File: config.mk
export PLATFORM = sky130hd
export DESIGN_NAME = pad_serial_port_with_ack_timing_unit_flat
export DESIGN_NICKNAME = d
export VERILOG_FILES = /design/src/hdl/psp_pkg.sv /design/src/hdl/psp_req_if.sv /design/src/hdl/psp_rsp_if.sv /design/src/hdl/psp_csr_if.sv /design/src/hdl/psp_core.sv /design/src/hdl/pad_serial_port_with_ack_timing_unit.sv /design/src/flat_wrapper.sv
export VERILOG_INCLUDE_DIRS = /design/src /design/src/hdl
export SDC_FILE = /design/constraint.sdc
export NUM_CORES = 1
export LEC_CHECK = 0
export ABC_AREA = 1
export BUFFER_PORTS_ARGS = -buffer_cell sky130_fd_sc_hd__buf_4
export CELL_PAD_IN_SITES_DETAIL_PLACEMENT = 1
export CELL_PAD_IN_SITES_GLOBAL_PLACEMENT = 2
export CORE_UTILIZATION = 36
export CTS_BUF_LIST = sky130_fd_sc_hd__clkbuf_8
export CTS_CLUSTER_SIZE = 14
export DETAILED_ROUTE_END_ITERATION = 16
export PLACE_DENSITY_LB_ADDON = 0.1
export SYNTH_ARGS = -nofsm -noshare
export SYNTH_HDL_FRONTEND = slang
export SYNTH_SLANG_ARGS = --single-unit
File: constraint.sdc
create_clock -name clock -period 8.1 [get_ports clock]
set_clock_uncertainty 0.2 [all_clocks]
set_input_delay 0.81 -clock clock [delete_from_list [all_inputs] [get_ports clock]]
set_output_delay 0.81 -clock clock [all_outputs]
set_load 0.01 [all_outputs]
File: src/hdl/assert_macros.svh
// Assertion macros shared by the RTL of the pad serial port.
// No dependencies; each macro expands to one labeled concurrent assertion.
`ifndef ASSERT_MACROS_SVH
`define ASSERT_MACROS_SVH

// The property must hold at every rising clock edge outside reset.
`define ASSERT_ALWAYS(label, clk, rst, prop) \
   label: assert property (@(posedge clk) disable iff (rst) (prop)) \
      else $error("assertion failed");

// The property must never hold at a rising clock edge outside reset.
`define ASSERT_NEVER(label, clk, rst, prop) \
   label: assert property (@(posedge clk) disable iff (rst) !(prop)) \
      else $error("forbidden condition seen");

`endif

File: src/hdl/psp_pkg.sv
// Types, codes and constants of the pad serial port.
// No dependencies; used by the core and the top level.
package psp_pkg;

   localparam int ACK_DELAY = 64;
   localparam int ACK_PULSE = 32;

   // Bus access codes carried by the mode field.
   typedef enum logic [2:0] {
      MODE_DATA_WR   = 3'd0,
      MODE_DATA_RD   = 3'd1,
      MODE_CTRL_WR   = 3'd2,
      MODE_STATUS_RD = 3'd3,
      MODE_TICK      = 3'd4
   } mode_type;

   // Configuration register indexes.
   localparam logic [1:0] CSR_BAUD_FACTOR = 2'd0;
   localparam logic [1:0] CSR_BAUD_RELOAD = 2'd1;

   // Baud factor codes; the others give a factor of one.
   localparam logic [1:0] FACTOR_X16 = 2'd2;
   localparam logic [1:0] FACTOR_X64 = 2'd3;

   // Pad bytes and control register bits.
   localparam logic [7:0]  PAD_ADDR      = 8'h01;
   localparam logic [7:0]  PAD_CMD_READ  = 8'h42;
   localparam logic [7:0]  PAD_ID_LO     = 8'h41;
   localparam logic [7:0]  PAD_ID_HI     = 8'h5A;
   localparam logic [7:0]  PAD_NONE      = 8'hFF;
   localparam logic [15:0] CTRL_SEL_MASK = 16'h2003;
   localparam logic [15:0] CTRL_SEL_ON   = 16'h0003;
   localparam logic [15:0] CTRL_WR_MASK  = 16'h3F2F;
   localparam logic [15:0] CTRL_PORT_MASK = 16'h2002;
   localparam int          CTRL_RESET_BIT = 6;
   localparam int          CTRL_IRQ_ACK_BIT = 4;
   localparam int          CTRL_IRQ_EN_BIT = 12;

   // Position in the pad exchange.
   typedef enum logic [4:0] {
      POS_IDLE   = 5'b00001,
      POS_CMD    = 5'b00010,
      POS_ID     = 5'b00100,
      POS_BTN_LO = 5'b01000,
      POS_BTN_HI = 5'b10000
   } pos_type;

   typedef struct packed {
      logic [2:0]  mode;
      logic [15:0] wdata;
      logic [15:0] buttons;
   } req_item_type;

   typedef struct packed {
      logic [9:0] rdata;
      logic       irq_raise;
   } rsp_item_type;

   typedef struct packed {
      logic [1:0]  factor_sel;
      logic [15:0] reload;
   } cfg_type;

endpackage

File: src/hdl/psp_req_if.sv
// Request channel of the pad serial port: valid, ready and one bus access.
// No dependencies.
interface psp_req_if;
   logic        valid;
   logic        ready;
   logic [2:0]  mode;
   logic [15:0] wdata;
   logic [15:0] buttons;

   modport source (output valid, output mode, output wdata, output buttons, input ready);
   modport sink (input valid, input mode, input wdata, input buttons, output ready);
endinterface

File: src/hdl/psp_rsp_if.sv
// Response channel of the pad serial port: valid, ready and one result.
// No dependencies.
interface psp_rsp_if;
   logic       valid;
   logic       ready;
   logic [9:0] rdata;
   logic       irq_raise;

   modport source (output valid, output rdata, output irq_raise, input ready);
   modport sink (input valid, input rdata, input irq_raise, output ready);
endinterface

File: src/hdl/psp_csr_if.sv
// Configuration write channel of the pad serial port.
// No dependencies.
interface psp_csr_if;
   logic        valid;
   logic        ready;
   logic [1:0]  index;
   logic [15:0] data;

   modport source (output valid, output index, output data, input ready);
   modport sink (input valid, input index, input data, output ready);
endinterface

File: src/hdl/psp_core.sv
// Port state and single-pass update for one bus access or tick.
// Depends on psp_pkg and assert_macros.svh.
`include "assert_macros.svh"

module psp_core (
   input  logic                  clock,
   input  logic                  reset,
   input  logic                  item_valid,
   input  psp_pkg::req_item_type item,
   input  psp_pkg::cfg_type      cfg,
   output psp_pkg::rsp_item_type result
);

   logic [15:0]      control_ff, control_in;
   psp_pkg::pos_type pos_ff, pos_in;
   logic [7:0]       rx_byte_ff, rx_byte_in;
   logic             rx_valid_ff, rx_valid_in;
   logic [24:0]      transfer_wait_ff, transfer_wait_in;
   logic [25:0]      ack_wait_ff, ack_wait_in;
   logic             ack_pending_ff, ack_pending_in;
   logic [5:0]       pulse_wait_ff, pulse_wait_in;
   logic             irq_flag_ff, irq_flag_in;

   // Eight bit times; a bit lasts reload times factor, at least 32 ticks.
   function automatic logic [24:0] shift_time(psp_pkg::cfg_type c);
      logic [15:0] reload;
      logic [21:0] bit_time;
      reload = (c.reload == 16'd0) ? 16'd1 : c.reload;
      unique case (c.factor_sel)
         psp_pkg::FACTOR_X16: bit_time = {2'b00, reload, 4'b0000};
         psp_pkg::FACTOR_X64: bit_time = {reload, 6'b000000};
         default:             bit_time = {6'b000000, reload};
      endcase
      if (bit_time < 22'd32) bit_time = 22'd32;
      return {bit_time, 3'b000};
   endfunction

   always_comb begin
      logic [7:0]  tx;
      logic [7:0]  resp;
      logic        ack;
      logic [15:0] masked;
      logic        do_abort;
      control_in       = control_ff;
      pos_in           = pos_ff;
      rx_byte_in       = rx_byte_ff;
      rx_valid_in      = rx_valid_ff;
      transfer_wait_in = transfer_wait_ff;
      ack_wait_in      = ack_wait_ff;
      ack_pending_in   = ack_pending_ff;
      pulse_wait_in    = pulse_wait_ff;
      irq_flag_in      = irq_flag_ff;
      result           = '0;
      tx               = item.wdata[7:0];
      resp             = psp_pkg::PAD_NONE;
      ack              = 1'b0;
      masked           = item.wdata & psp_pkg::CTRL_WR_MASK;
      do_abort         = 1'b0;

      unique case (psp_pkg::mode_type'(item.mode))
         psp_pkg::MODE_DATA_WR: begin
            if ((control_ff & psp_pkg::CTRL_SEL_MASK) == psp_pkg::CTRL_SEL_ON) begin
               unique case (pos_ff)
                  psp_pkg::POS_CMD: begin
                     resp = psp_pkg::PAD_ID_LO;
                     if (tx == psp_pkg::PAD_CMD_READ) begin
                        ack    = 1'b1;
                        pos_in = psp_pkg::POS_ID;
                     end else begin
                        pos_in = psp_pkg::POS_IDLE;
                     end
                  end
                  psp_pkg::POS_ID: begin
                     resp   = psp_pkg::PAD_ID_HI;
                     ack    = 1'b1;
                     pos_in = psp_pkg::POS_BTN_LO;
                  end
                  psp_pkg::POS_BTN_LO: begin
                     resp   = item.buttons[7:0];
                     ack    = 1'b1;
                     pos_in = psp_pkg::POS_BTN_HI;
                  end
                  psp_pkg::POS_BTN_HI: begin
                     resp   = item.buttons[15:8];
                     pos_in = psp_pkg::POS_IDLE;
                  end
                  default: begin
                     if (tx == psp_pkg::PAD_ADDR) begin
                        ack    = 1'b1;
                        pos_in = psp_pkg::POS_CMD;
                     end
                  end
               endcase
            end
            rx_byte_in       = resp;
            rx_valid_in      = 1'b1;
            transfer_wait_in = shift_time(cfg);
            ack_pending_in   = ack;
            ack_wait_in      = ack ? ({1'b0, transfer_wait_in} + 26'(psp_pkg::ACK_DELAY))
                                   : 26'd0;
         end
         psp_pkg::MODE_DATA_RD: begin
            if (!rx_valid_ff || transfer_wait_ff != 25'd0) begin
               result.rdata = {2'b00, psp_pkg::PAD_NONE};
            end else begin
               result.rdata = {2'b00, rx_byte_ff};
               rx_valid_in  = 1'b0;
            end
         end
         psp_pkg::MODE_CTRL_WR: begin
            control_in = masked;
            if (item.wdata[psp_pkg::CTRL_RESET_BIT]) begin
               control_in  = 16'd0;
               do_abort    = 1'b1;
               irq_flag_in = 1'b0;
            end
            if (item.wdata[psp_pkg::CTRL_IRQ_ACK_BIT]) irq_flag_in = 1'b0;
            // Switching port or select drops whatever exchange was running.
            if ((control_ff & psp_pkg::CTRL_PORT_MASK) !=
                (control_in & psp_pkg::CTRL_PORT_MASK)) do_abort = 1'b1;
            if (do_abort) begin
               pos_in           = psp_pkg::POS_IDLE;
               rx_valid_in      = 1'b0;
               rx_byte_in       = 8'd0;
               transfer_wait_in = 25'd0;
               ack_wait_in      = 26'd0;
               ack_pending_in   = 1'b0;
               pulse_wait_in    = 6'd0;
            end
         end
         psp_pkg::MODE_STATUS_RD: begin
            result.rdata[0] = (transfer_wait_ff == 25'd0);
            result.rdata[1] = rx_valid_ff && (transfer_wait_ff == 25'd0);
            result.rdata[7] = (pulse_wait_ff != 6'd0);
            result.rdata[9] = irq_flag_ff;
         end
         psp_pkg::MODE_TICK: begin
            if (transfer_wait_ff != 25'd0) transfer_wait_in = transfer_wait_ff - 25'd1;
            if (pulse_wait_ff != 6'd0) pulse_wait_in = pulse_wait_ff - 6'd1;
            if (ack_pending_ff) begin
               if (ack_wait_ff != 26'd0) ack_wait_in = ack_wait_ff - 26'd1;
               if (ack_wait_in == 26'd0) begin
                  ack_pending_in = 1'b0;
                  pulse_wait_in  = 6'(psp_pkg::ACK_PULSE);
                  if (control_ff[psp_pkg::CTRL_IRQ_EN_BIT]) begin
                     irq_flag_in      = 1'b1;
                     result.irq_raise = 1'b1;
                  end
               end
            end
         end
         default: begin
         end
      endcase
   end

   always_ff @(posedge clock) begin
      if (reset) begin
         control_ff       <= 16'd0;
         pos_ff           <= psp_pkg::POS_IDLE;
         rx_byte_ff       <= 8'd0;
         rx_valid_ff      <= 1'b0;
         transfer_wait_ff <= 25'd0;
         ack_wait_ff      <= 26'd0;
         ack_pending_ff   <= 1'b0;
         pulse_wait_ff    <= 6'd0;
         irq_flag_ff      <= 1'b0;
      end else if (item_valid) begin
         control_ff       <= control_in;
         pos_ff           <= pos_in;
         rx_byte_ff       <= rx_byte_in;
         rx_valid_ff      <= rx_valid_in;
         transfer_wait_ff <= transfer_wait_in;
         ack_wait_ff      <= ack_wait_in;
         ack_pending_ff   <= ack_pending_in;
         pulse_wait_ff    <= pulse_wait_in;
         irq_flag_ff      <= irq_flag_in;
      end
   end

   // A pending acknowledge always has time left to count, and nothing else does.
   `ASSERT_ALWAYS(a_ack_wait_tracks_pending, clock, reset,
                  ack_pending_ff == (ack_wait_ff != 26'd0))
   // The pulse counter is only ever loaded with the pulse length.
   `ASSERT_NEVER(a_pulse_in_range, clock, reset,
                 pulse_wait_ff > 6'(psp_pkg::ACK_PULSE))
   // The exchange is always in exactly one position.
   `ASSERT_ALWAYS(a_pos_onehot, clock, reset, $onehot(pos_ff))

endmodule

File: src/hdl/pad_serial_port_with_ack_timing_unit.sv
// Top level of the pad serial port: channels, configuration registers, result register.
// Depends on psp_pkg, the three channel interfaces, psp_core and assert_macros.svh.
//
//   channel    direction  payload                     transfer when
//   req_chan   in         mode, wdata, buttons        valid && ready
//   rsp_chan   out        rdata, irq_raise            valid && ready
//   csr_chan   in         index, data                 valid (ready is always high)
//
// Every request yields one response, registered and valid in the cycle after its transfer.
// A request is taken in every cycle while the result register is empty or being drained.
// The core state updates in the same cycle as the request transfer.
// Reset clears the port state, the baud settings and the response valid flag, not the result data.
// A response held back by the sink stalls all requests until the sink takes it.
`include "assert_macros.svh"

module pad_serial_port_with_ack_timing_unit (
   input logic         clock,
   input logic         reset,
   psp_req_if.sink     req_chan,
   psp_rsp_if.source   rsp_chan,
   psp_csr_if.sink     csr_chan
);

   psp_pkg::cfg_type      cfg_ff, cfg_in;
   psp_pkg::req_item_type req_item;
   psp_pkg::rsp_item_type core_result;
   psp_pkg::rsp_item_type rsp_item_ff;
   logic                  rsp_valid_ff, rsp_valid_in;
   logic                  req_fire;
   logic                  rsp_fire;

   assign req_chan.ready = !rsp_valid_ff || rsp_chan.ready;
   assign req_fire       = req_chan.valid && req_chan.ready;
   assign rsp_fire       = rsp_chan.valid && rsp_chan.ready;
   assign csr_chan.ready = 1'b1;

   assign req_item.mode    = req_chan.mode;
   assign req_item.wdata   = req_chan.wdata;
   assign req_item.buttons = req_chan.buttons;

   psp_core u_core (
      .clock      (clock),
      .reset      (reset),
      .item_valid (req_fire),
      .item       (req_item),
      .cfg        (cfg_ff),
      .result     (core_result)
   );

   always_comb begin
      cfg_in = cfg_ff;
      if (csr_chan.valid) begin
         unique case (csr_chan.index)
            psp_pkg::CSR_BAUD_FACTOR: cfg_in.factor_sel = csr_chan.data[1:0];
            psp_pkg::CSR_BAUD_RELOAD: cfg_in.reload     = csr_chan.data;
            default: begin
            end
         endcase
      end
   end

   always_comb begin
      rsp_valid_in = rsp_valid_ff;
      if (req_fire) rsp_valid_in = 1'b1;
      else if (rsp_fire) rsp_valid_in = 1'b0;
   end

   always_ff @(posedge clock) begin
      if (reset) begin
         cfg_ff       <= '0;
         rsp_valid_ff <= 1'b0;
      end else begin
         cfg_ff       <= cfg_in;
         rsp_valid_ff <= rsp_valid_in;
      end
   end

   always_ff @(posedge clock) begin
      if (req_fire) rsp_item_ff <= core_result;
   end

   assign rsp_chan.valid     = rsp_valid_ff;
   assign rsp_chan.rdata     = rsp_item_ff.rdata;
   assign rsp_chan.irq_raise = rsp_item_ff.irq_raise;

   // A request transfer always leaves a response waiting in the next cycle.
   `ASSERT_ALWAYS(a_req_gives_rsp, clock, reset, req_fire |=> rsp_valid_ff)
   // A full result register that is not drained must hold off new requests.
   `ASSERT_NEVER(a_no_overwrite, clock, reset,
                 rsp_valid_ff && !rsp_chan.ready && req_fire)
   // A waiting response keeps its value until the sink takes it.
   `ASSERT_ALWAYS(a_rsp_held, clock, reset,
                  rsp_valid_ff && !rsp_chan.ready |=> rsp_valid_ff && $stable(rsp_item_ff))

endmodule
File: src/flat_wrapper.sv
// flat-port wrapper written by rule: the top's interface ports become plain ports
module pad_serial_port_with_ack_timing_unit_flat 
  (clock, reset, req_chan_valid, req_chan_mode, req_chan_wdata, req_chan_buttons, req_chan_ready, rsp_chan_valid, rsp_chan_rdata, rsp_chan_irq_raise, rsp_chan_ready, csr_chan_valid, csr_chan_index, csr_chan_data, csr_chan_ready);
  psp_req_if req_chan_i ();
  psp_rsp_if rsp_chan_i ();
  psp_csr_if csr_chan_i ();
  input logic clock;
  input logic reset;
  input wire logic [$bits(req_chan_i.valid)-1:0] req_chan_valid;
  input wire logic [$bits(req_chan_i.mode)-1:0] req_chan_mode;
  input wire logic [$bits(req_chan_i.wdata)-1:0] req_chan_wdata;
  input wire logic [$bits(req_chan_i.buttons)-1:0] req_chan_buttons;
  output wire logic [$bits(req_chan_i.ready)-1:0] req_chan_ready;
  output wire logic [$bits(rsp_chan_i.valid)-1:0] rsp_chan_valid;
  output wire logic [$bits(rsp_chan_i.rdata)-1:0] rsp_chan_rdata;
  output wire logic [$bits(rsp_chan_i.irq_raise)-1:0] rsp_chan_irq_raise;
  input wire logic [$bits(rsp_chan_i.ready)-1:0] rsp_chan_ready;
  input wire logic [$bits(csr_chan_i.valid)-1:0] csr_chan_valid;
  input wire logic [$bits(csr_chan_i.index)-1:0] csr_chan_index;
  input wire logic [$bits(csr_chan_i.data)-1:0] csr_chan_data;
  output wire logic [$bits(csr_chan_i.ready)-1:0] csr_chan_ready;
  assign req_chan_i.valid = req_chan_valid;
  assign req_chan_i.mode = req_chan_mode;
  assign req_chan_i.wdata = req_chan_wdata;
  assign req_chan_i.buttons = req_chan_buttons;
  assign req_chan_ready = req_chan_i.ready;
  assign rsp_chan_valid = rsp_chan_i.valid;
  assign rsp_chan_rdata = rsp_chan_i.rdata;
  assign rsp_chan_irq_raise = rsp_chan_i.irq_raise;
  assign rsp_chan_i.ready = rsp_chan_ready;
  assign csr_chan_i.valid = csr_chan_valid;
  assign csr_chan_i.index = csr_chan_index;
  assign csr_chan_i.data = csr_chan_data;
  assign csr_chan_ready = csr_chan_i.ready;
  pad_serial_port_with_ack_timing_unit u_core (.clock(clock), .reset(reset), .req_chan(req_chan_i), .rsp_chan(rsp_chan_i), .csr_chan(csr_chan_i));
endmodule
* Word-level counts from Yosys, hierarchy flattened
Cells that the tools add are included.
** Word-level totals
- Logic and storage cells :: 136
- Flip-flop bits (word level) :: 117
- Output and inout port bits :: 14
- Input port bits :: 58
** Cells by class
- Magnitude comparators :: 1
- Multiplexer cells :: 59
- Eq/ne operators :: 24
- Reductions and logical operators :: 33
- Add/sub/neg operators :: 4
** Operator list (number)
- $mux W26 :: 6
- $pmux W26 S3 :: 1
- $pmux W25 S3 :: 1
- $mux W22 :: 3
- $mux W25 :: 2
- $pmux W22 S2 :: 1
- $pmux W8 S4 :: 1
- $mux W14 :: 2
- $add A25 B7 Y26 const B :: 1
- $logic_not A26 Y1 :: 1
- $reduce_bool A26 Y1 :: 1
- $sub A26 B1 Y26 const B :: 1
- $logic_not A25 Y1 :: 1
- $reduce_bool A25 Y1 :: 1
- $sub A25 B1 Y25 const B :: 1
- $mux W6 :: 4
- $mux W8 :: 3
- $lt A22 B6 Y1 const B :: 1
- $pmux W5 S4 :: 1
- $mux W1 :: 19
- $logic_not A16 Y1 :: 1
- $mux W16 :: 1
- $pmux W8 S2 :: 1
- $mux W5 :: 3
- other kinds (36) :: 63

* Logic depth before layout (Yosys ltp)
Gate-level depths: netlist of run 1.
- Depth after elaboration :: 10
- Depth in mapped cells :: 22
- Gate-level depth less buffers :: 22

* Modules after synthesis
A second synthesis of run 1 with hierarchy kept.
** Second synthesis, totals
- Cells, all modules :: 1210
- Area total of the unflattened synthesis :: 7703.6 sq um
** By module, submodules not included
- psp_core :: cells an instance 1075, area an instance 6563.8 sq um, times used 1, seq. area each 1541.5 sq um
- pad_serial_port_with_ack_timing_unit :: cells an instance 135, area an instance 1139.8 sq um, times used 1, seq. area each 710.7 sq um

* Worst setup path before layout of run 1
No wires, ideal clock.
- Path type :: register -> register
- Start point :: register u_core.cfg_ff[17] (netlist name)
- End point :: register u_core.u_core.ack_wait_ff[18]
- Required time :: 7.830 ns
- Cell stages (with the launch flop) :: 21
- Setup time :: 0.070 ns
- Clock period less this slack :: 2.668 ns
- Data arrival time :: 2.398 ns
- Path buffers :: 1
- Path slack :: 5.432 ns
- Cell sequence :: dfxtp_1 > nand2_1 > buf_2 > o22ai_1 > nor2_1 > nand3_1 > nor2_1 > nand3_2 > inv_2 > nor2_2 > ha_1 > inv_1 > nor2_2 > nand3_1 > nor2_1 > nand2_1 > inv_2 > o21ai_1 > a21oi_1 > nand2_1 > a21oi_1
** Between the ends
- Cells in the longest elaborated chain, start to end :: 9
- Elaborated cells on any way between the ends :: 10
- Those cells by class :: add/sub (1); order compare (1); eq/ne (2); mux (6)
** Ends and longest elaborated chain
- from (decl) :: line pad_serial_port_with_ack_timing_unit.sv:24 : psp_pkg::cfg_type cfg_ff, cfg_in;
- from (signal assigned) :: line pad_serial_port_with_ack_timing_unit.sv:73 : cfg_ff <= cfg_in;
- $eq A2 B2 Y1 :: line psp_core.sv:29 : unique case (c.factor_sel)
- $pmux W22 S2 * :: line psp_core.sv:29
- $mux W22 * :: line psp_core.sv:60 : unique case (psp_pkg::mode_type'(item.mode))
- $lt A22 B6 Y1 :: line psp_core.sv:34 : if (bit_time < 22'd32) bit_time = 22'd32;
- $mux W22 * :: line psp_core.sv:34
- $mux W22 * :: line psp_core.sv:60
- $add A25 B7 Y26 * :: line psp_core.sv:99 : ack_wait_in = ack ? ({1'b0, transfer_wait_in} + 26'(psp_pkg::ACK_DELAY))
- $mux W26 * :: line psp_core.sv:99
- $pmux W26 S3 * :: line psp_core.sv:60
- to (signal assigned) :: line psp_core.sv:174 : ack_wait_ff <= ack_wait_in;
- to (decl) :: line psp_core.sv:19 : logic [25:0] ack_wait_ff, ack_wait_in;
Mark *: on every way between the ends. The rest lies on a longest branch, timed or not. The select of a mux whose other input is x is not followed.
A chain may end at the register's enable or synchronous reset.

* Worst setup path in the final report of run 1
Ends and elaborated chain as after synthesis.

==> results.json, run 1 <==
{
  "critical_path_source_type": "register",
  "synthesized_area_fraction_occupied_by_adder_cells_pct": 0.874,
  "post_synth_and_or_nand_nor_area_fraction_pct": 34.8,
  "insertion_delay_ns": 0.40,
  "postSynthNetCount": 1170,
  "synthesis.instances": 1107,
  "final_nets": 1213,
  "grt_pass1_wl_um": 38700,
  "final_critical_path_setup_slack_ns": 4.08,
  "die-area_mm2": 0.0204,
  "core-area_mm2": 0.0195,
  "tritoncts_num_sinks": 106,
  "grt_max_degree": 48,
  "timing.critical_path.max_delay_family": "simple AND/OR/NAND/NOR gates",
  "cts_post_setup_buffers_inserted": 0,
  "finish.cell_count_without_fillers": 1420,
  "cts_root_buf": "sky130_fd_sc_hd__clkbuf_8",
  "cell_row_count": 51,
  "r2r_start": "u_core.cfg_ff[17]$_SDFFE_PP0P_",
  "ctsHoldBuffers": 0,
  "total_switching_power_uw": 411,
  "yosys-top-cells-area": "sky130_fd_sc_hd__dfxtp_1 27%, sky130_fd_sc_hd__nor2_1 9.6%, sky130_fd_sc_hd__nand2_1 8.8%, sky130_fd_sc_hd__a21oi_1 7.8%, sky130_fd_sc_hd__nand3_1 6.8%",
  "seq_power_share_pct": 47.6,
  "worst-r2r-setup-slack_ns": 4.08,
  "post-synth-top-area-fraction_pct": 26.9,
  "detail_route.wl_per_cell_um": 16.9,
  "globalplace.congestion": 0.883,
  "cts_resized": 0,
  "clock_period_minus_worst_slack_ns": 4.02,
  "post_synth_num_cell_types": 57,
  "synth_commonest_cells": "183 x sky130_fd_sc_hd__nor2_1, 168 x sky130_fd_sc_hd__nand2_1, 129 x sky130_fd_sc_hd__inv_1",
  "slew-limit-headroom_pct": 46.3,
  "layout-drive-gt1-share_pct": 12.4,
  "initial_core_util_pct": 36.8,
  "holdPathStages": 2,
  "crit_path_end_kind": "register",
  "crit_path_top_delay_cell": "sky130_fd_sc_hd__dfxtp_1",
  "die_ht_um": 143,
  "dpl_worst_slack_ns": 4.09,
  "route.vias.total": 7448,
  "ir_drop_worst_vdd_mv": 0.0715,
  "crit_arrival_ns": 4.15,
  "synth_top_family_by_area": "simple AND/OR/NAND/NOR gates",
  "dpl.hpwl_um": 18700,
  "timing.critical_path.required_ns": 8.23,
  "drt_drc_violations_left": 0,
  "synth_xor_xnor_area_share_pct": 2.20,
  "netSwitchingFraction_pct": 34.2,
  "post-synth-top-area-cell": "sky130_fd_sc_hd__dfxtp_1",
  "gr-usage-all-layers_pct": 24.5,
  "critical_path.cell_chain": "nand2_1 > inv_1 > nand2_1 > nand3_1 > nor2_1 > nand3_1 > nor2_1 > nand3_2 > inv_2 > nor2_2 > ha_1 > inv_1 > nor2_2 > nand3_1 > nor2_1 > nand2_1 > inv_2 > o21ai_1 > a21oi_1 > nand2_1 > a21oi_1",
  "critical-path-top-cell-by-count": "sky130_fd_sc_hd__nand2_1",
  "worst_hold_path.endpoint": "u_core.u_core.irq_flag_ff$_SDFFE_PP0P_",
  "synth-async-reset-ratio_pct": 0,
  "grt-ovfl-total": 0,
  "final_antenna_net_count": 0,
  "result_of_the_run": "completed",
  "antenna_found_initial": 0,
  "worst_setup_hold_path_clk_slew_ns": 0.11,
  "ys_seq_area_share_pct": 31.0,
  "grt_setup_unrepaired": "false",
  "drt_pre_antenna_iters": 5,
  "dr.first_iter.drc_count": 379,
  "cts.htree.levels": 3,
  "timing.final.max_slew_violations": 0,
  "comb_power_share_pct": 24.3,
  "synth.cell_area_mm2": 0.00716,
  "total_leakage_power_uw": 0.00353,
  "placement.io_buffers": 63,
  "r2r_cells": 21,
  "critical_path_fanouts_max": 14,
  "cts_tree": "built",
  "insertedDiodeCount": 0,
  "cts_made_buffers": 9,
  "critPathMaxStageDelay_ns": 0.68,
  "pwr_density_cell_mw_per_mm2": 150,
  "max_cap_check_violation_count": 0,
  "via_per_inst": 5.25,
  "min-delay-start": "u_core.u_core.irq_flag_ff$_SDFFE_PP0P_",
  "p_int_uw": 790,
  "number_of_global_route_vias_before_repair": 7240,
  "clk_path_buf_depth": 2,
  "clock_power_share_pct": 28.2,
  "syn-mean-instance-area_um2": 6.47,
  "critPathBufInv": 4,
  "yosys_warnings": 0,
  "crit_type": "reg -> reg",
  "min_path_type": "reg -> reg",
  "post_synth_edffs": 10,
  "post-place-cells": 1404,
  "timing_worst_slew_pin_value_ns": 0.804,
  "top_level_ports": 72,
  "synth_compound_area_share_pct": 20.8,
  "power_uw": 1200,
  "critical_path.reg2reg.endpoint": "u_core.u_core.ack_wait_ff[18]$_SDFFE_PP0P_",
  "die_width_um": 143,
  "synth-main-ff-cell": "sky130_fd_sc_hd__dfxtp_1",
  "syn_to_final_growth_pct": 11.7,
  "final_hold_fails": 0,
  "synth.mux.area_fraction_pct": 0,
  "postSynthRegisterBits": 106,
  "post-synth-top-count-cell": "sky130_fd_sc_hd__nor2_1",
  "final-setup-viol-count": 0,
  "fmaxAchievable_mhz": 249,
  "setup_tns_ns": 0,
  "route.final.wire_length_um": 24000,
  "finalCritPeriodShare_pct": 49.6
}
-- cell type report --
cell class / instances / area, um2
fill: 2596 / 11500
multi-input combinational: 819 / 4200
sequential: 106 / 2220
inverter: 148 / 558
timing repair buffer: 66 / 495
tap: 265 / 332
clock buffer: 9 / 124
clock inverter: 7 / 62.6
-- worst reg2reg max path: cells and delay by family, from the launching register on --
kind / cells / cell delay (ns)
buffers and inverters: 4 / 0.49
flip-flops: 1 / 0.68
AO/OA/AOI/OAI: 3 / 0.33
adder cells (fa/ha/maj): 1 / 0.22
AND/OR/NAND/NOR: 13 / 2.04
-- per-layer routing --
metal | vias to the layer above | global-route usage (%) | share of wire, %
met1 | 3535 | 33.0 | 49
met3 | 15 | 3.76 | 2.9
li1 | 3793 | - | -
met2 | 105 | 40.8 | 47
met4 | 0 | 5.49 | 1.4
met5 | - | 0 | 0
-- sequential cells by signal, indices dropped and copies added, names as in the netlist --
name / flops
u_core.cfg_ff: 18
u_core.rsp_chan.irq_raise: 1
u_core.rsp_chan.rdata: 9
u_core.rsp_chan.valid: 1
u_core.u_core.ack_pending_ff: 1
u_core.u_core.ack_wait_ff: 26
u_core.u_core.control_ff: 4
u_core.u_core.irq_flag_ff: 1
u_core.u_core.pos_ff: 5
u_core.u_core.pulse_wait_ff: 6
u_core.u_core.rx_byte_ff: 8
u_core.u_core.rx_valid_ff: 1
u_core.u_core.transfer_wait_ff: 25
-- kinds of logic (layout without fill, tap and decap cells) --
family	after synthesis	in the layout
XOR/XNOR	18	18
other	2	2
AO/OA/AOI/OAI	255	255
adder cells (fa/ha/maj)	5	5
AND/OR/NAND/NOR	539	539
buffers and inverters	182	230
flip-flops	106	106
-- worst max-delay path by stage --
| stage | startpoint | end | slack (ns) | cells after the start |
|---|---|---|---|---|
| global route | u_core.cfg_ff[17]$_SDFFE_PP0P_ | u_core.u_core.ack_wait_ff[18]$_SDFFE_PP0P_ | 3.61 | 21 |
| detailed placement | u_core.cfg_ff[17]$_SDFFE_PP0P_ | u_core.u_core.ack_wait_ff[18]$_SDFFE_PP0P_ | 4.09 | 21 |
| global placement | u_core.cfg_ff[17]$_SDFFE_PP0P_ | u_core.u_core.ack_wait_ff[18]$_SDFFE_PP0P_ | 4.10 | 21 |
| CTS | u_core.cfg_ff[17]$_SDFFE_PP0P_ | u_core.u_core.ack_wait_ff[18]$_SDFFE_PP0P_ | 4.06 | 21 |
| finish | u_core.cfg_ff[17]$_SDFFE_PP0P_ | u_core.u_core.ack_wait_ff[18]$_SDFFE_PP0P_ | 4.08 | 21 |
| floorplan | u_core.cfg_ff[17]$_SDFFE_PP0P_ | u_core.u_core.ack_wait_ff[18]$_SDFFE_PP0P_ | 5.43 | 20 |
-- cells in the final DEF (no fill, tap or decap), types with 11 or more instances in the layout --
master,count
sky130_fd_sc_hd__nor2_1,183
sky130_fd_sc_hd__nand2_1,168
sky130_fd_sc_hd__inv_1,132
sky130_fd_sc_hd__a21oi_1,111
sky130_fd_sc_hd__nand3_1,97
sky130_fd_sc_hd__dfxtp_1,96
sky130_fd_sc_hd__o21ai_0,66
sky130_fd_sc_hd__buf_4,66
sky130_fd_sc_hd__nand4_1,21
sky130_fd_sc_hd__inv_2,14
sky130_fd_sc_hd__nor2_2,13
sky130_fd_sc_hd__nor3_1,13
sky130_fd_sc_hd__xor2_1,12
sky130_fd_sc_hd__a22oi_1,11
-- stage by stage --
step / instance area (um2) / utilization (%) / hold WS, ns
after floorplan: 7160 / - / 0.232
after global placement: 7810 / 40.1 / 0.254
after detailed placement: 7810 / 40.1 / 0.258
after CTS: 7990 / 41.1 / 0.275
after global routing: 7990 / 41.1 / 0.304
final: 7990 / 41.1 / 0.273
-- power by group through the flow --
| stage | clock network, uW | registers (uW) | logic [uW] |
|---|---|---|---|
| after floorplan | 0 | 579 | 203 |
| after global placement | 0 | 583 | 289 |
| after detailed placement | 0 | 584 | 292 |
| after CTS | 350 | 572 | 294 |
| after global routing | 366 | 575 | 329 |
| final | 339 | 572 | 291 |
Power figures use the tool's default switching activity.
==> run 2: changes to the inputs <==
--- a/config.mk
+++ b/config.mk
@@ -10,7 +10,7 @@
 export BUFFER_PORTS_ARGS = -buffer_cell sky130_fd_sc_hd__buf_4
 export CELL_PAD_IN_SITES_DETAIL_PLACEMENT = 1
 export CELL_PAD_IN_SITES_GLOBAL_PLACEMENT = 2
-export CORE_UTILIZATION = 36
+export CORE_UTILIZATION = 34
 export CTS_BUF_LIST = sky130_fd_sc_hd__clkbuf_8
 export CTS_CLUSTER_SIZE = 14
 export DETAILED_ROUTE_END_ITERATION = 16
==> constraint.sdc (replaced) <==
create_clock -name clock -period 3.8 [get_ports clock]
set_clock_uncertainty 0.2 [all_clocks]
set_input_delay 0.38 -clock clock [delete_from_list [all_inputs] [get_ports clock]]
set_output_delay 0.38 -clock clock [all_outputs]
set_load 0.01 [all_outputs]
==> run 2 against run 1 <==
Net effect:
- flip-flop and latch count did not move
- register-to-register slack got worse by 3.6 ns
- largest power group unchanged
- final area rose by 1.2%
- sequential power rose by 110%
- global-route usage fell by 0.93 points
- largest cell class unchanged
==> results.json, run 2 (synthesis gave the netlist of run 1 again) <==
{
  "final-setup-viol-count": 0,
  "cts_made_buffers": 9,
  "grt_pass1_wl_um": 40500,
  "critical_path_source_type": "register",
  "grt_max_degree": 47,
  "tritoncts_num_sinks": 106,
  "min_path_type": "in -> reg",
  "syn_to_final_growth_pct": 13.0,
  "grt_setup_unrepaired": "false",
  "route.vias.total": 7509,
  "critical_path_fanouts_max": 12,
  "dpl.hpwl_um": 19000,
  "insertedDiodeCount": 0,
  "drt_pre_antenna_iters": 5,
  "detail_route_met2_wl_um": 11700,
  "die_width_um": 147,
  "number_of_global_route_vias_before_repair": 7530,
  "initial_core_util_pct": 35.0,
  "reg_top3": "u_core.u_core.ack_wait_ff x26, u_core.u_core.transfer_wait_ff x25, u_core.cfg_ff x18",
  "clk_path_buf_depth": 2,
  "final_antenna_net_count": 0,
  "via_per_inst": 5.24,
  "final_hold_fails": 0,
  "cts.htree.levels": 3,
  "critical_path.cell_chain": "buf_4 > o22ai_1 > a21oi_1 > inv_1 > nand2_1 > nor2_1 > nand3_2 > inv_2 > nor2_2 > ha_1 > inv_1 > nor2_2 > nand3_1 > nor2_1 > nand2_1 > inv_2 > o21ai_1 > a21oi_1 > nand2_1 > a21oi_1",
  "setup_tns_ns": 0,
  "cts_tree": "built",
  "crit_path_end_kind": "register",
  "cts_root_buf": "sky130_fd_sc_hd__clkbuf_8",
  "detail_route.wl_per_cell_um": 17.1,
  "mostFrequentLayoutCells": "183 x sky130_fd_sc_hd__nor2_1, 167 x sky130_fd_sc_hd__nand2_1, 131 x sky130_fd_sc_hd__inv_1, 111 x sky130_fd_sc_hd__a21oi_1, 97 x sky130_fd_sc_hd__nand3_1",
  "finalCritPeriodShare_pct": 86.8,
  "mostFrequentLayoutCell": "sky130_fd_sc_hd__nor2_1",
  "fmaxAchievable_mhz": 303,
  "max_cap_check_violation_count": 0,
  "timing_worst_slew_pin_value_ns": 0.784,
  "critPathBufInv": 5,
  "crit_path_top_delay_cell": "sky130_fd_sc_hd__dfxtp_1",
  "dr.first_iter.drc_count": 314,
  "antenna_found_initial": 0,
  "die-area_mm2": 0.0216,
  "globalplace.congestion": 0.843,
  "clock_period_minus_worst_slack_ns": 3.30,
  "post-place-cells": 1418,
  "slew-limit-headroom_pct": 46.3,
  "met3WireLength_um": 512,
  "core-area_mm2": 0.0204,
  "top_level_ports": 72,
  "placement.io_buffers": 63,
  "timing.critical_path.required_ns": 3.92,
  "ctsHoldBuffers": 0,
  "insertion_delay_ns": 0.39,
  "ir_drop_worst_vdd_mv": 0.147,
  "max_reg_flops": 26,
  "grt-ovfl-total": 0,
  "drt_drc_violations_left": 0,
  "result_of_the_run": "completed",
  "critPathMaxStageDelay_ns": 0.37,
  "dr.max_layer_used": "met4",
  "final_nets": 1222,
  "largest_register": "u_core.u_core.ack_wait_ff",
  "worst_setup_hold_path_clk_slew_ns": 0.11,
  "layout-drive-gt1-share_pct": 13.3,
  "crit_arrival_ns": 3.42,
  "timing.final.max_slew_violations": 0,
  "cell_row_count": 52,
  "total_leakage_power_uw": 0.00357,
  "route.final.wire_length_um": 24500,
  "die_ht_um": 147,
  "timing.critical_path.max_delay_family": "simple AND/OR/NAND/NOR gates",
  "pwr_density_cell_mw_per_mm2": 321,
  "detail_route.wirelength.met1_um": 12100,
  "finish.cell_count_without_fillers": 1434,
  "gr-usage-all-layers_pct": 23.5,
  "crit_type": "reg -> reg"
}
-- run 2: per-layer routing --
| metal | GRT usage, % | vias to the layer above |
|---|---|---|
| met2 | 40.3 | 88 |
| met5 | 0 | - |
| met1 | 32.2 | 3593 |
| met4 | 4.74 | 0 |
| li1 | - | 3813 |
| met3 | 2.08 | 15 |
-- run 2: per-stage QoR --
stage          hold slack, ns  instance area [um2]  setup slack, ns  total power [uW]  util, %
4_1_cts               0.00307                 8090            0.422              2630     39.6
5_1_grt                0.0247                 8090           0.0654              2770     39.6
2_1_floorplan           0.232                 7160             1.13              1670        -
6_report               0.0120                 8090            0.503              2600     39.6
3_3_place_gp            0.251                 7890            0.528              1870     38.6
3_5_place_dp            0.256                 7890            0.440              1880     38.6
-- run 2: layout make-up --
type / count / area [um2]
fillers: 2737 / 12300
multi-input cells: 819 / 4200
flip-flops and latches: 106 / 2220
repair buffers: 75 / 576
inverters: 148 / 558
well taps: 270 / 338
clock buffers: 9 / 124
clock inverters: 7 / 67.6
-- run 2: what timing repair did --
item / in CTS / in global routing
buffers inserted: 0 / 0
endpoints found under the setup margin: 0 / 1
resized for setup: 0 / 1
-- run 2: final timing paths --
kind | start | to | slack, ns | depth (start not counted)
max | u_core.cfg_ff[17]$_SDFFE_PP0P_ | u_core.u_core.ack_wait_ff[18]$_SDFFE_PP0P_ | 0.50 | 20
min reg2reg | u_core.u_core.rx_byte_ff[2]$_SDFFE_PP0P_ | u_core.u_core.rx_byte_ff[2]$_SDFFE_PP0P_ | 0.27 | 2
max reg2reg | u_core.cfg_ff[17]$_SDFFE_PP0P_ | u_core.u_core.ack_wait_ff[18]$_SDFFE_PP0P_ | 0.50 | 20
min | csr_chan_data[9] | u_core.cfg_ff[9]$_SDFFE_PP0P_ | 0.01 | 3
-- run 2: power breakdown --
| group | internal [uW] | switching (uW) | total (uW) |
|---|---|---|---|
| Combinational | 216 | 418 | 634 |
| Clock | 305 | 442 | 747 |
| Sequential | 1180 | 42.6 | 1220 |
| Total | 1700 | 902 | 2600 |
-- run 2: worst register-to-register path, stage by stage, from the launching register on --
cell and delay, ns:
sky130_fd_sc_hd__dfxtp_1 0.37, sky130_fd_sc_hd__buf_4 0.21, sky130_fd_sc_hd__o22ai_1 0.11, sky130_fd_sc_hd__a21oi_1 0.26, sky130_fd_sc_hd__inv_1 0.17, sky130_fd_sc_hd__nand2_1 0.09
sky130_fd_sc_hd__nor2_1 0.06, sky130_fd_sc_hd__nand3_2 0.13, sky130_fd_sc_hd__inv_2 0.07, sky130_fd_sc_hd__nor2_2 0.17, sky130_fd_sc_hd__ha_1 0.21, sky130_fd_sc_hd__inv_1 0.07
sky130_fd_sc_hd__nor2_2 0.16, sky130_fd_sc_hd__nand3_1 0.17, sky130_fd_sc_hd__nor2_1 0.17, sky130_fd_sc_hd__nand2_1 0.12, sky130_fd_sc_hd__inv_2 0.10, sky130_fd_sc_hd__o21ai_1 0.06
sky130_fd_sc_hd__a21oi_1 0.17, sky130_fd_sc_hd__nand2_1 0.07, sky130_fd_sc_hd__a21oi_1 0.12
